==> src/hdl/rgb565_gray_color_centroid_defines.svh <==
// Assertion macros shared by the color centroid block.
`ifndef RGB565_GRAY_COLOR_CENTROID_DEFINES_SVH
`define RGB565_GRAY_COLOR_CENTROID_DEFINES_SVH

// Check that a condition implies another in the same cycle.
`define RGCC_ASSERT_SAME(label, ante, cons) \
  label: assert property (@(posedge clk) disable iff (rst) (ante) |-> (cons)) \
    else $error("rgcc: same-cycle check failed");

// Check that a condition implies another in the next cycle.
`define RGCC_ASSERT_NEXT(label, ante, cons) \
  label: assert property (@(posedge clk) disable iff (rst) (ante) |=> (cons)) \
    else $error("rgcc: next-cycle check failed");

`endif

==> src/hdl/rgcc_pkg.sv <==
// Types and constants shared by the color centroid block.
package rgcc_pkg;

  localparam int CFG_DATA_W = 11;
  localparam int CFG_IDX_W  = 3;
  localparam int COLOR_W    = 8;
  localparam int COUNT_W    = 21;
  localparam int TOTAL_W    = 30;
  localparam int CENTER_W   = 10;
  localparam int STEP_W     = $clog2(TOTAL_W);

  // Luma weights for 8-bit expanded channels
  localparam logic [15:0] GRAY_WR = 16'd54;
  localparam logic [15:0] GRAY_WG = 16'd183;
  localparam logic [15:0] GRAY_WB = 16'd19;

  // Result kinds
  localparam logic KIND_PIXEL   = 1'b0;
  localparam logic KIND_SUMMARY = 1'b1;

  typedef enum logic [CFG_IDX_W-1:0] {
    CFG_RED_LOW,
    CFG_RED_HIGH,
    CFG_GREEN_LOW,
    CFG_GREEN_HIGH,
    CFG_BLUE_LOW,
    CFG_BLUE_HIGH,
    CFG_LINE_WIDTH,
    CFG_FRAME_LINES
  } cfg_index_t;

  // Register reset values
  localparam logic [COLOR_W-1:0]    RST_RED_LOW     = 8'd60;
  localparam logic [COLOR_W-1:0]    RST_RED_HIGH    = 8'd100;
  localparam logic [COLOR_W-1:0]    RST_GREEN_LOW   = 8'd0;
  localparam logic [COLOR_W-1:0]    RST_GREEN_HIGH  = 8'd40;
  localparam logic [COLOR_W-1:0]    RST_BLUE_LOW    = 8'd20;
  localparam logic [COLOR_W-1:0]    RST_BLUE_HIGH   = 8'd60;
  localparam logic [CFG_DATA_W-1:0] RST_LINE_WIDTH  = 11'd640;
  localparam logic [CFG_DATA_W-1:0] RST_FRAME_LINES = 11'd480;

  typedef enum logic [1:0] {
    ST_RUN,
    ST_DIVIDE,
    ST_SUMMARY
  } state_t;

  typedef struct packed {
    logic take_pixel;
    logic start_div;
    logic step_div;
    logic load_summary;
  } cmd_t;

  typedef struct packed {
    logic frame_end;
    logic out_busy;
    logic div_done;
  } status_t;

endpackage

==> src/hdl/rgb565_gray_color_centroid.sv <==
// Top level of the RGB565 grayscale converter with color centroid detection.
//
// Input channel: one RGB565 pixel per transaction (in_valid, in_stall,
// pixel_rgb565), in raster order. Output channel: results with out_valid and
// out_stall. Each pixel yields a gray result (kind 0) the cycle after it is
// taken. The last pixel of a frame also yields a frame summary (kind 1):
// detected flag plus centroid line and column, with last set (last is also
// set on every gray result but the frame's final one). Throughput is one
// pixel per cycle while the receiver keeps up. After the final pixel of a
// frame the input stalls while the two bit-serial dividers run (one quotient
// bit each per cycle, in parallel) and the summary waits for a free output.
// A single output register separates the channels: a new pixel is taken in
// the same cycle that the waiting result leaves; while the receiver stalls,
// the result holds and in_stall is raised.
// Reset (synchronous, rst high) restores the default thresholds and
// geometry, clears position and accumulators and empties the output.
// Configuration writes (cfg_write_en, cfg_index, cfg_data) take effect at
// once and are meant for idle periods between frames.
module rgb565_gray_color_centroid #(
  parameter int MAX_WIDTH  = 1024,
  parameter int MAX_LINES  = 1024,
  parameter int DETECT_MIN = 100
) (
  input  logic                             clk,
  input  logic                             rst,
  input  logic                             cfg_write_en,
  input  logic [rgcc_pkg::CFG_IDX_W-1:0]   cfg_index,
  input  logic [rgcc_pkg::CFG_DATA_W-1:0]  cfg_data,
  input  logic                             in_valid,
  output logic                             in_stall,
  input  logic [15:0]                      pixel_rgb565,
  output logic                             out_valid,
  input  logic                             out_stall,
  output logic                             kind,
  output logic [7:0]                       gray,
  output logic                             detected,
  output logic [rgcc_pkg::CENTER_W-1:0]    center_line,
  output logic [rgcc_pkg::CENTER_W-1:0]    center_pixel,
  output logic                             last
);

  `include "rgb565_gray_color_centroid_defines.svh"

  rgcc_pkg::cmd_t    cmd;
  rgcc_pkg::status_t status;

  rgcc_ctrl u_ctrl (
    .clk      (clk),
    .rst      (rst),
    .in_valid (in_valid),
    .status   (status),
    .in_stall (in_stall),
    .cmd      (cmd)
  );

  rgcc_datapath #(
    .MAX_WIDTH  (MAX_WIDTH),
    .MAX_LINES  (MAX_LINES),
    .DETECT_MIN (DETECT_MIN)
  ) u_datapath (
    .clk          (clk),
    .rst          (rst),
    .cfg_write_en (cfg_write_en),
    .cfg_index    (cfg_index),
    .cfg_data     (cfg_data),
    .pixel_rgb565 (pixel_rgb565),
    .out_stall    (out_stall),
    .cmd          (cmd),
    .status       (status),
    .out_valid    (out_valid),
    .kind         (kind),
    .gray         (gray),
    .detected     (detected),
    .center_line  (center_line),
    .center_pixel (center_pixel),
    .last         (last)
  );

  // A summary is always the final result of its pixel
  `RGCC_ASSERT_SAME(a_summary_last, out_valid && kind, last)
  // No pixel enters while the dividers run
  `RGCC_ASSERT_SAME(a_no_take_in_div, cmd.step_div, in_stall)
  // A frame-end transaction blocks the next pixel
  `RGCC_ASSERT_NEXT(a_frame_end_stall, in_valid && !in_stall && status.frame_end, in_stall)
  // Never overwrite a result still waiting on the receiver
  `RGCC_ASSERT_SAME(a_no_overwrite, cmd.take_pixel || cmd.load_summary, !status.out_busy)

endmodule

==> src/hdl/rgcc_divider.sv <==
// Bit-serial restoring divider, one quotient bit per step.
module rgcc_divider (
  input  logic                             clk,
  input  logic                             start,
  input  logic                             step,
  input  logic [rgcc_pkg::TOTAL_W-1:0]     dividend,
  input  logic [rgcc_pkg::COUNT_W-1:0]     divisor,
  output logic [rgcc_pkg::TOTAL_W-1:0]     quotient
);

  logic [rgcc_pkg::COUNT_W-1:0] div_reg;
  logic [rgcc_pkg::COUNT_W-1:0] rem;
  logic [rgcc_pkg::COUNT_W:0]   rem_sh;
  logic [rgcc_pkg::COUNT_W:0]   rem_diff;
  logic                         fits;

  // Shift in the next dividend bit and trial subtract
  always_comb begin
    rem_sh   = {rem, quotient[rgcc_pkg::TOTAL_W-1]};
    rem_diff = rem_sh - {1'b0, div_reg};
    fits     = (rem_sh >= {1'b0, div_reg});
  end

  // Load operands, then advance one bit per step
  always_ff @(posedge clk) begin
    if (start) begin
      quotient <= dividend;
      div_reg  <= divisor;
      rem      <= '0;
    end else if (step) begin
      quotient <= {quotient[rgcc_pkg::TOTAL_W-2:0], fits};
      rem      <= fits ? rem_diff[rgcc_pkg::COUNT_W-1:0] : rem_sh[rgcc_pkg::COUNT_W-1:0];
    end
  end

endmodule

==> src/hdl/rgcc_datapath.sv <==
// Datapath: config registers, gray conversion, match accumulators, dividers, output register.
module rgcc_datapath #(
  parameter int MAX_WIDTH  = 1024,
  parameter int MAX_LINES  = 1024,
  parameter int DETECT_MIN = 100
) (
  input  logic                                clk,
  input  logic                                rst,
  input  logic                                cfg_write_en,
  input  logic [rgcc_pkg::CFG_IDX_W-1:0]      cfg_index,
  input  logic [rgcc_pkg::CFG_DATA_W-1:0]     cfg_data,
  input  logic [15:0]                         pixel_rgb565,
  input  logic                                out_stall,
  input  rgcc_pkg::cmd_t                      cmd,
  output rgcc_pkg::status_t                   status,
  output logic                                out_valid,
  output logic                                kind,
  output logic [7:0]                          gray,
  output logic                                detected,
  output logic [rgcc_pkg::CENTER_W-1:0]       center_line,
  output logic [rgcc_pkg::CENTER_W-1:0]       center_pixel,
  output logic                                last
);

  localparam int COL_W  = $clog2(MAX_WIDTH);
  localparam int LIN_W  = $clog2(MAX_LINES);
  localparam int WCMP_W = ($clog2(MAX_WIDTH + 1) > rgcc_pkg::CFG_DATA_W) ?
                          $clog2(MAX_WIDTH + 1) : rgcc_pkg::CFG_DATA_W;
  localparam int LCMP_W = ($clog2(MAX_LINES + 1) > rgcc_pkg::CFG_DATA_W) ?
                          $clog2(MAX_LINES + 1) : rgcc_pkg::CFG_DATA_W;

  logic [rgcc_pkg::COLOR_W-1:0]    red_low, red_high, green_low, green_high;
  logic [rgcc_pkg::COLOR_W-1:0]    blue_low, blue_high;
  logic [rgcc_pkg::CFG_DATA_W-1:0] line_width, frame_lines;

  logic [COL_W-1:0]             column_pos;
  logic [LIN_W-1:0]             line_pos;
  logic [rgcc_pkg::COUNT_W-1:0] match_count, match_count_next;
  logic [rgcc_pkg::TOTAL_W-1:0] line_total, line_total_next;
  logic [rgcc_pkg::TOTAL_W-1:0] column_total, column_total_next;
  logic [rgcc_pkg::STEP_W-1:0]  step_cnt;
  logic                         det_flag;

  logic [7:0]                   r8, g8, b8;
  logic [15:0]                  gray_sum;
  logic                         match;
  logic [WCMP_W-1:0]            width_cfg, width_eff, col_plus;
  logic [LCMP_W-1:0]            lines_cfg, lines_eff, lin_plus;
  logic                         line_end;
  logic [rgcc_pkg::TOTAL_W-1:0] line_quot, col_quot;

  // Write configuration registers
  always_ff @(posedge clk) begin
    if (rst) begin
      red_low     <= rgcc_pkg::RST_RED_LOW;
      red_high    <= rgcc_pkg::RST_RED_HIGH;
      green_low   <= rgcc_pkg::RST_GREEN_LOW;
      green_high  <= rgcc_pkg::RST_GREEN_HIGH;
      blue_low    <= rgcc_pkg::RST_BLUE_LOW;
      blue_high   <= rgcc_pkg::RST_BLUE_HIGH;
      line_width  <= rgcc_pkg::RST_LINE_WIDTH;
      frame_lines <= rgcc_pkg::RST_FRAME_LINES;
    end else if (cfg_write_en) begin
      unique case (rgcc_pkg::cfg_index_t'(cfg_index))
        rgcc_pkg::CFG_RED_LOW:     red_low     <= cfg_data[rgcc_pkg::COLOR_W-1:0];
        rgcc_pkg::CFG_RED_HIGH:    red_high    <= cfg_data[rgcc_pkg::COLOR_W-1:0];
        rgcc_pkg::CFG_GREEN_LOW:   green_low   <= cfg_data[rgcc_pkg::COLOR_W-1:0];
        rgcc_pkg::CFG_GREEN_HIGH:  green_high  <= cfg_data[rgcc_pkg::COLOR_W-1:0];
        rgcc_pkg::CFG_BLUE_LOW:    blue_low    <= cfg_data[rgcc_pkg::COLOR_W-1:0];
        rgcc_pkg::CFG_BLUE_HIGH:   blue_high   <= cfg_data[rgcc_pkg::COLOR_W-1:0];
        rgcc_pkg::CFG_LINE_WIDTH:  line_width  <= cfg_data;
        rgcc_pkg::CFG_FRAME_LINES: frame_lines <= cfg_data;
      endcase
    end
  end

  // Expand channels, compute gray and the color match
  always_comb begin
    r8       = {pixel_rgb565[15:11], 3'b000};
    g8       = {pixel_rgb565[10:5], 2'b00};
    b8       = {pixel_rgb565[4:0], 3'b000};
    gray_sum = 16'(r8) * rgcc_pkg::GRAY_WR + 16'(g8) * rgcc_pkg::GRAY_WG
             + 16'(b8) * rgcc_pkg::GRAY_WB;
    match    = (red_low < r8) && (r8 < red_high) &&
               (green_low < g8) && (g8 < green_high) &&
               (blue_low < b8) && (b8 < blue_high);
  end

  // Clamp geometry and detect line end
  always_comb begin
    width_cfg = WCMP_W'(line_width);
    if (width_cfg == '0)                     width_eff = WCMP_W'(1);
    else if (width_cfg > WCMP_W'(MAX_WIDTH)) width_eff = WCMP_W'(MAX_WIDTH);
    else                                     width_eff = width_cfg;
    lines_cfg = LCMP_W'(frame_lines);
    if (lines_cfg == '0)                     lines_eff = LCMP_W'(1);
    else if (lines_cfg > LCMP_W'(MAX_LINES)) lines_eff = LCMP_W'(MAX_LINES);
    else                                     lines_eff = lines_cfg;
    col_plus = WCMP_W'(column_pos) + WCMP_W'(1);
    lin_plus = LCMP_W'(line_pos) + LCMP_W'(1);
    line_end = (col_plus >= width_eff);
  end

  // Accumulate matching pixels
  always_comb begin
    match_count_next  = match_count;
    line_total_next   = line_total;
    column_total_next = column_total;
    if (match) begin
      match_count_next  = match_count + rgcc_pkg::COUNT_W'(1);
      line_total_next   = line_total + rgcc_pkg::TOTAL_W'(line_pos);
      column_total_next = column_total + rgcc_pkg::TOTAL_W'(column_pos);
    end
  end

  // Advance position and accumulators; clear them at frame end
  always_ff @(posedge clk) begin
    if (rst) begin
      column_pos   <= '0;
      line_pos     <= '0;
      match_count  <= '0;
      line_total   <= '0;
      column_total <= '0;
    end else if (cmd.take_pixel) begin
      if (line_end) begin
        column_pos <= '0;
        line_pos   <= status.frame_end ? '0 : LIN_W'(lin_plus);
      end else begin
        column_pos <= COL_W'(col_plus);
      end
      if (cmd.start_div) begin
        match_count  <= '0;
        line_total   <= '0;
        column_total <= '0;
      end else begin
        match_count  <= match_count_next;
        line_total   <= line_total_next;
        column_total <= column_total_next;
      end
    end
  end

  // Count divider steps and hold the detect flag
  always_ff @(posedge clk) begin
    if (cmd.start_div) begin
      step_cnt <= '0;
      det_flag <= (match_count_next > rgcc_pkg::COUNT_W'(DETECT_MIN)) &&
                  (match_count_next != '0);
    end else if (cmd.step_div) begin
      step_cnt <= step_cnt + rgcc_pkg::STEP_W'(1);
    end
  end

  rgcc_divider u_div_line (
    .clk      (clk),
    .start    (cmd.start_div),
    .step     (cmd.step_div),
    .dividend (line_total_next),
    .divisor  (match_count_next),
    .quotient (line_quot)
  );

  rgcc_divider u_div_col (
    .clk      (clk),
    .start    (cmd.start_div),
    .step     (cmd.step_div),
    .dividend (column_total_next),
    .divisor  (match_count_next),
    .quotient (col_quot)
  );

  // Report status to the controller
  always_comb begin
    status.frame_end = line_end && (lin_plus >= lines_eff);
    status.out_busy  = out_valid && out_stall;
    status.div_done  = (step_cnt == rgcc_pkg::STEP_W'(rgcc_pkg::TOTAL_W - 1));
  end

  // Output register: load a result, drop it once the transaction completes
  always_ff @(posedge clk) begin
    if (rst) begin
      out_valid <= 1'b0;
    end else if (cmd.take_pixel || cmd.load_summary) begin
      out_valid <= 1'b1;
    end else if (!out_stall) begin
      out_valid <= 1'b0;
    end
  end

  always_ff @(posedge clk) begin
    if (cmd.take_pixel) begin
      kind         <= rgcc_pkg::KIND_PIXEL;
      gray         <= gray_sum[15:8];
      detected     <= 1'b0;
      center_line  <= '0;
      center_pixel <= '0;
      last         <= !status.frame_end;
    end else if (cmd.load_summary) begin
      kind         <= rgcc_pkg::KIND_SUMMARY;
      gray         <= '0;
      detected     <= det_flag;
      center_line  <= det_flag ? line_quot[rgcc_pkg::CENTER_W-1:0] : '0;
      center_pixel <= det_flag ? col_quot[rgcc_pkg::CENTER_W-1:0] : '0;
      last         <= 1'b1;
    end
  end

endmodule

==> src/hdl/rgcc_ctrl.sv <==
// Controller: sequences pixel intake, centroid division and summary output.
module rgcc_ctrl (
  input  logic              clk,
  input  logic              rst,
  input  logic              in_valid,
  input  rgcc_pkg::status_t status,
  output logic              in_stall,
  output rgcc_pkg::cmd_t    cmd
);

  rgcc_pkg::state_t state, state_next;

  // Hold state
  always_ff @(posedge clk) begin
    if (rst) begin
      state <= rgcc_pkg::ST_RUN;
    end else begin
      state <= state_next;
    end
  end

  // Next state
  always_comb begin
    state_next = state;
    unique case (state)
      rgcc_pkg::ST_RUN: begin
        if (in_valid && !status.out_busy && status.frame_end) state_next = rgcc_pkg::ST_DIVIDE;
      end
      rgcc_pkg::ST_DIVIDE: begin
        if (status.div_done) state_next = rgcc_pkg::ST_SUMMARY;
      end
      rgcc_pkg::ST_SUMMARY: begin
        if (!status.out_busy) state_next = rgcc_pkg::ST_RUN;
      end
      default: state_next = rgcc_pkg::ST_RUN;
    endcase
  end

  // Commands and input stall
  always_comb begin
    cmd      = '0;
    in_stall = 1'b1;
    unique case (state)
      rgcc_pkg::ST_RUN: begin
        in_stall       = status.out_busy;
        cmd.take_pixel = in_valid && !status.out_busy;
        cmd.start_div  = in_valid && !status.out_busy && status.frame_end;
      end
      rgcc_pkg::ST_DIVIDE: begin
        cmd.step_div = 1'b1;
      end
      rgcc_pkg::ST_SUMMARY: begin
        cmd.load_summary = !status.out_busy;
      end
      default: cmd = '0;
    endcase
  end

endmodule

==> config.mk <==
export PLATFORM = sky130hd
export DESIGN_NAME = rgb565_gray_color_centroid
export DESIGN_NICKNAME = d
export VERILOG_FILES = /design/src/hdl/rgcc_pkg.sv /design/src/hdl/rgb565_gray_color_centroid.sv /design/src/hdl/rgcc_divider.sv /design/src/hdl/rgcc_datapath.sv /design/src/hdl/rgcc_ctrl.sv
export VERILOG_INCLUDE_DIRS = /design/src /design/src/hdl
export SDC_FILE = /design/constraint.sdc
export NUM_CORES = 1
export LEC_CHECK = 0
export ABC_AREA = 1
export BUFFER_PORTS_ARGS = -buffer_cell sky130_fd_sc_hd__buf_2
export CAP_MARGIN = 20
export CORE_MARGIN = 2
export CORE_UTILIZATION = 45
export CTS_CLUSTER_DIAMETER = 150
export DETAILED_ROUTE_END_ITERATION = 7
export PLACE_DENSITY_LB_ADDON = 0.25
export SYNTH_ARGS = -nofsm -noshare
export SYNTH_HDL_FRONTEND = slang
export SYNTH_HIERARCHICAL = 1
export SYNTH_SLANG_ARGS = --single-unit
==> constraint.sdc <==
create_clock -name clk -period 6.4 [get_ports clk]
set_input_delay 1.28 -clock clk [delete_from_list [all_inputs] [get_ports clk]]
set_output_delay 1.28 -clock clk [all_outputs]
set_load 0.02 [all_outputs]
# After elaboration in Yosys (flattened, before gate mapping)
# Cells that the tools add are included.
[classes]
n_addsub = 10
multipliers = 3
magnitude_cmp = 13
eq_ne = 14
muxes = 34
n_reduce_logical = 30
[op_table]
columns = ["operator", "count"]
rows = [
  ["$mux W30", 8],
  ["$mux W21", 4],
  ["$add A30 B10 Y30", 2],
  ["$lt A8 B8 Y1", 6],
  ["$ge A22 B21 Y1", 2],
  ["$mux W11", 4],
  ["$sub A21 B21 Y21", 2],
  ["$mux W10", 4],
  ["$add A10 B1 Y11 const B", 2],
  ["$ge A11 B11 Y1", 2],
  ["$gt A11 B11 Y1 const B", 2],
  ["$logic_not A11 Y1", 2],
  ["$add A21 B1 Y21 const B", 1],
  ["$gt A21 B7 Y1 const B", 1],
  ["$reduce_bool A21 Y1", 1],
  ["$mul A5 B5 Y10 const B", 2],
  ["$reduce_and A2 Y1", 9],
  ["$add A14 B16 Y16", 1],
  ["$add A16 B13 Y16", 1],
  ["$mux W8", 2],
  ["$mul A6 B8 Y14 const B", 1],
  ["$eq A3 B3 Y1 const B", 4],
  ["$logic_and A1 B1 Y1", 10],
  ["$mux W2", 4],
  ["other kinds (16)", 27],
]
[word_totals]
regBits = 334
inputBits = 35
word_cells = 132

# Depth between registers and ports, before layout
[logic_depth]
ltp_word = 9
depth_mapped = 24
depth_no_buf = 23

# Cells and area by module
# Netlist, hierarchy kept.
[modules_own_cells]
columns = ["module", "instances", "cells_per_inst", "area_each_um2", "seq_area_each_um2"]
rows = [
  ["rgcc_datapath", 1, 2289, 15212.1, 4124.0],
  ["rgcc_divider", 2, 606, 4506.8, 1951.9],
  ["rgcc_ctrl", 1, 23, 146.4, 40.0],
]

# Least setup slack after synthesis
# No wires, ideal clock.
[synth_path]
path_type = "input -> register"
start = "input port pixel_rgb565[8]"
end = "register u_datapath.gray[7] (data pin)"
setup_time_ns = 0.253
t_arrival_ns = 5.375
required_ns = 6.147
slack_ns = 0.772
stages = 21
path_buffers = 0
path_cell_list = "fa_1 inv_1 fa_1 fa_1 inv_1 ha_1 a21oi_1 inv_1 a31oi_1 nor3_1 nor2_1 xor2_1 fa_1 inv_1 ha_1 a21oi_1 nor2_1 a211oi_1 nand2_1 nor2_1 nor2_1"
[synth_between]
elab_chain_cells = 4
[synth_rtl]
columns = ["element", "line_no", "source"]
rows = [
  ["start, declared", "rgb565_gray_color_centroid.sv:31", "input logic [15:0] pixel_rgb565,"],
  ["$mul A6 B8 Y14", "rgcc_datapath.sv:82", "gray_sum = 16'(r8) * rgcc_pkg::GRAY_WR + 16'(g8) * rgcc_pkg::GRAY_WG"],
  ["$add A14 B16 Y16", "rgcc_datapath.sv:82", ""],
  ["$add A16 B13 Y16", "rgcc_datapath.sv:83", "+ 16'(b8) * rgcc_pkg::GRAY_WB;"],
  ["$mux W8", "rgcc_datapath.sv:191", "if (cmd.take_pixel) begin"],
  ["end signal, assigned", "rgcc_datapath.sv:193", "gray <= gray_sum[15:8];"],
  ["end, declared", "rgcc_datapath.sv:18", "output logic [7:0] gray,"],
]
# Every way passes these cells.
# A chain may end at the register's enable or synchronous reset.

# Final worst setup path
# Ends and elaborated chain as after synthesis.

==> flow_summary.json <==
{
  "holdBufCountCts": 0,
  "cp-start-kind": "input pin",
  "finalWorstSetupSlack_ns": 0.9672,
  "cts-htree-levels": 2,
  "drt-wirelength-per-cell_microns": 14.10,
  "design_area_sq_mm": 0.02652,
  "ant_nets": 0,
  "vias": 21320,
  "clockPowerShare_pct": 37.0,
  "p_int_mw": 4.290,
  "grt_max_degree": 82,
  "cts_setup_buffers": 0,
  "clock_sinks": 347,
  "crit_arrival_ns": 5.75,
  "place_area_sq_mm": 0.02521,
  "grt_pass1_vias": 20240,
  "cts_tree": "yes",
  "grt_pass1_wl_mm": 101.3,
  "ys_seq_area_share_pct": 33.10,
  "avgSynthCellArea_sq_um": 6.916,
  "critPathKind": "in2reg",
  "antenna_found_initial": 1,
  "synth_top_area_share_pct": 19.30,
  "p_per_area_mw_per_mm2": 236.2,
  "yosys_warnings": 6,
  "netSwitchingPower_mw": 1.976,
  "maxSlewViolCount": 0,
  "dr.pass1.iters": 7,
  "syn_inst": 3524,
  "dp_hpwl_mm": 43.62,
  "p_leak_nw": 12.88,
  "required_ns": 6.72,
  "clock_path_buffers": 3,
  "ys_async_sr_fraction_pct": 0,
  "insertion_delay_ns": 0.58,
  "fin_crit_sh_pct": 84.89,
  "ios": 68,
  "drive_gt1_share_pct": 6.086,
  "hold_class": "reg2reg",
  "core.rowCount": 85,
  "fin_hold_ws_ns": 0.4410,
  "fin_setup_tns_ns": 0,
  "grtUsageTotal_pct": 21.82,
  "synth_ff_type": "dfxtp_1",
  "path_clk_slew_ns": 0.05,
  "cts_root_buf": "clkbuf_16",
  "fin_nets": 3806,
  "core_sq_mm": 0.05371,
  "syn_nets": 3779,
  "synth.cell_area_sq_mm": 0.02437,
  "maxCapViolCount": 0,
  "vias_per_cell": 4.981,
  "post_cts_resized": 0,
  "fp.dieH_microns": 236.7,
  "peakVddDrop_mv": 0.2383,
  "wl_mm": 60.34,
  "p_comb_share_pct": 24.6,
  "syn_to_final_growth_pct": 8.830,
  "yosysMostFrequentCell": "nand2_1",
  "outcome": "complete, no violations",
  "grt-ovfl-total": 0,
  "finClkSkew_ns": 0.02992,
  "dieArea_sq_mm": 0.05604,
  "initial_core_util_pct": 45.38,
  "gp_congestion": 0.9068,
  "ys_ff_latch": 347,
  "rsz0062_at_grt": "false",
  "port_buffers": 67,
  "switching_share_pct": 31.54,
  "power_mw": 6.266,
  "synth-edff-count": 112,
  "synth_area_leaders": "dfxtp_1 19%, nand2_1 18%, edfxtp_1 14%, ha_1 9.8%, inv_1 7.9%",
  "hold_viol": 0,
  "max_freq_mhz": 184.1,
  "crit_fanout": 6,
  "p_seq_share_pct": 38.4,
  "ys_types": 53,
  "die_x_microns": 236.7,
  "worst_pin_slew_ns": 1.023,
  "finalSetupViolCount": 0,
  "relSlewSlack_pct": 31.70,
  "place_ws_ns": 0.3727,
  "cts_buffers": 41,
  "drc": 0,
  "synthTopCellsByCount": "1152 x nand2_1, 510 x inv_1, 282 x nor2_1",
  "yosysTopAreaCell": "dfxtp_1",
  "period_minus_slack_ns": 5.433,
  "dr.first_iter.drc_count": 1215,
  "endpoint_kind": "flop"
}
-- logic make-up (layout without fill, tap and decap cells) --
logic type	after synthesis	in the layout	synth area share, %
simple gates	1807	1807	31.29
buf+inv	622	680	10.17
compound gates	416	416	9.164
flops	347	347	33.10
fa+ha+maj	220	220	12.22
xor+xnor	112	112	4.056
other cells	0	1	0
-- path summary, 6_finish.rpt --
check                                start                                end  slack [ns]  depth (start not counted)
setup / recovery           pixel_rgb565[8]                 u_datapath/gray[7]        0.97                         22
hold / removal         u_datapath/detected                u_datapath/detected        0.44                          2
setup reg to reg  u_datapath/column_pos[0]  u_datapath/u_div_col/quotient[17]        1.47                         19
hold reg to reg        u_datapath/detected                u_datapath/detected        0.44                          2
-- worst max-delay path: stages --
cell	delay, ns
buf_2	0.15
fa_1	0.54
inv_1	0.05
fa_1	0.49
fa_1	0.52
inv_1	0.04
ha_1	0.35
a21oi_1	0.16
inv_1	0.05
a31oi_1	0.19
nor3_1	0.07
nor2_1	0.16
xor2_1	0.11
fa_1	0.50
inv_1	0.04
ha_1	0.36
a21oi_1	0.22
nor2_1	0.06
a211oi_1	0.17
nand2_1	0.10
nor2_1	0.09
nor2_1	0.05
-- power groups by stage --
stage | clock network, mW | registers (mW) | logic [mW]
after floorplan | 0 | 2.47 | 1.17
after global placement | 0 | 2.45 | 1.51
after CTS | 2.38 | 2.41 | 1.54
after detailed placement | 0 | 2.45 | 1.54
final | 2.32 | 2.40 | 1.54
after global routing | 2.46 | 2.41 | 1.79
-- per-stage QoR --
step                      utilization [%]  std cells
after floorplan                         -       3524
after global placement              46.93       4204
after detailed placement            46.93       4204
after CTS                           49.38       4278
after global routing                49.39       4279
final                               49.39       4279
-- metal layers --
metal / GRT usage [%] / routed length, microns / vias up
met5: 0 / 0 / -
met2: 35.98 / 26960 / 360
met3: 2.938 / 2460 / 73
met4: 5.332 / 1096 / 0
met1: 30.25 / 29830 / 9629
li1: - / - / 11250
-- cell usage in the layout, fill, tap and decap left out, types with 4 or more instances in the layout --
cell type	instances
nand3_2	14
inv_1	509
clkinv_2	5
buf_4	18
o21a_1	12
o211ai_1	10
inv_2	7
buf_2	66
a21oi_2	4
a31oi_1	5
or2_2	4
clkbuf_16	41
clkbuf_1	14
clkinv_1	5
nor2_4	4
edfxtp_1	112
nor2_2	13
nand2_4	4
o21bai_1	12
nand2_2	15
nor2_1	279
a21o_1	5
o21ai_0	138
dfxtp_1	235
nor3_1	45
xor2_1	70
o21ai_1	18
nand3b_1	35
a21boi_0	4
a21oi_1	201
ha_1	190
fa_1	30
nor4_1	9
nand3_1	189
nand4_1	29
nand2_1	1152
xnor2_1	41
-- layout make-up --
class,instances,area (sq um)
Sequential cell,347,8068
Timing Repair Buffer,84,465.4
Clock buffer,58,1120
Antenna cell,1,2.502
Tap cell,696,870.8
Multi-Input combinational cell,2555,13840
Fill cell,5423,27180
Clock inverter,16,196.4
Inverter,522,1963
Power figures use the tool's default switching activity.
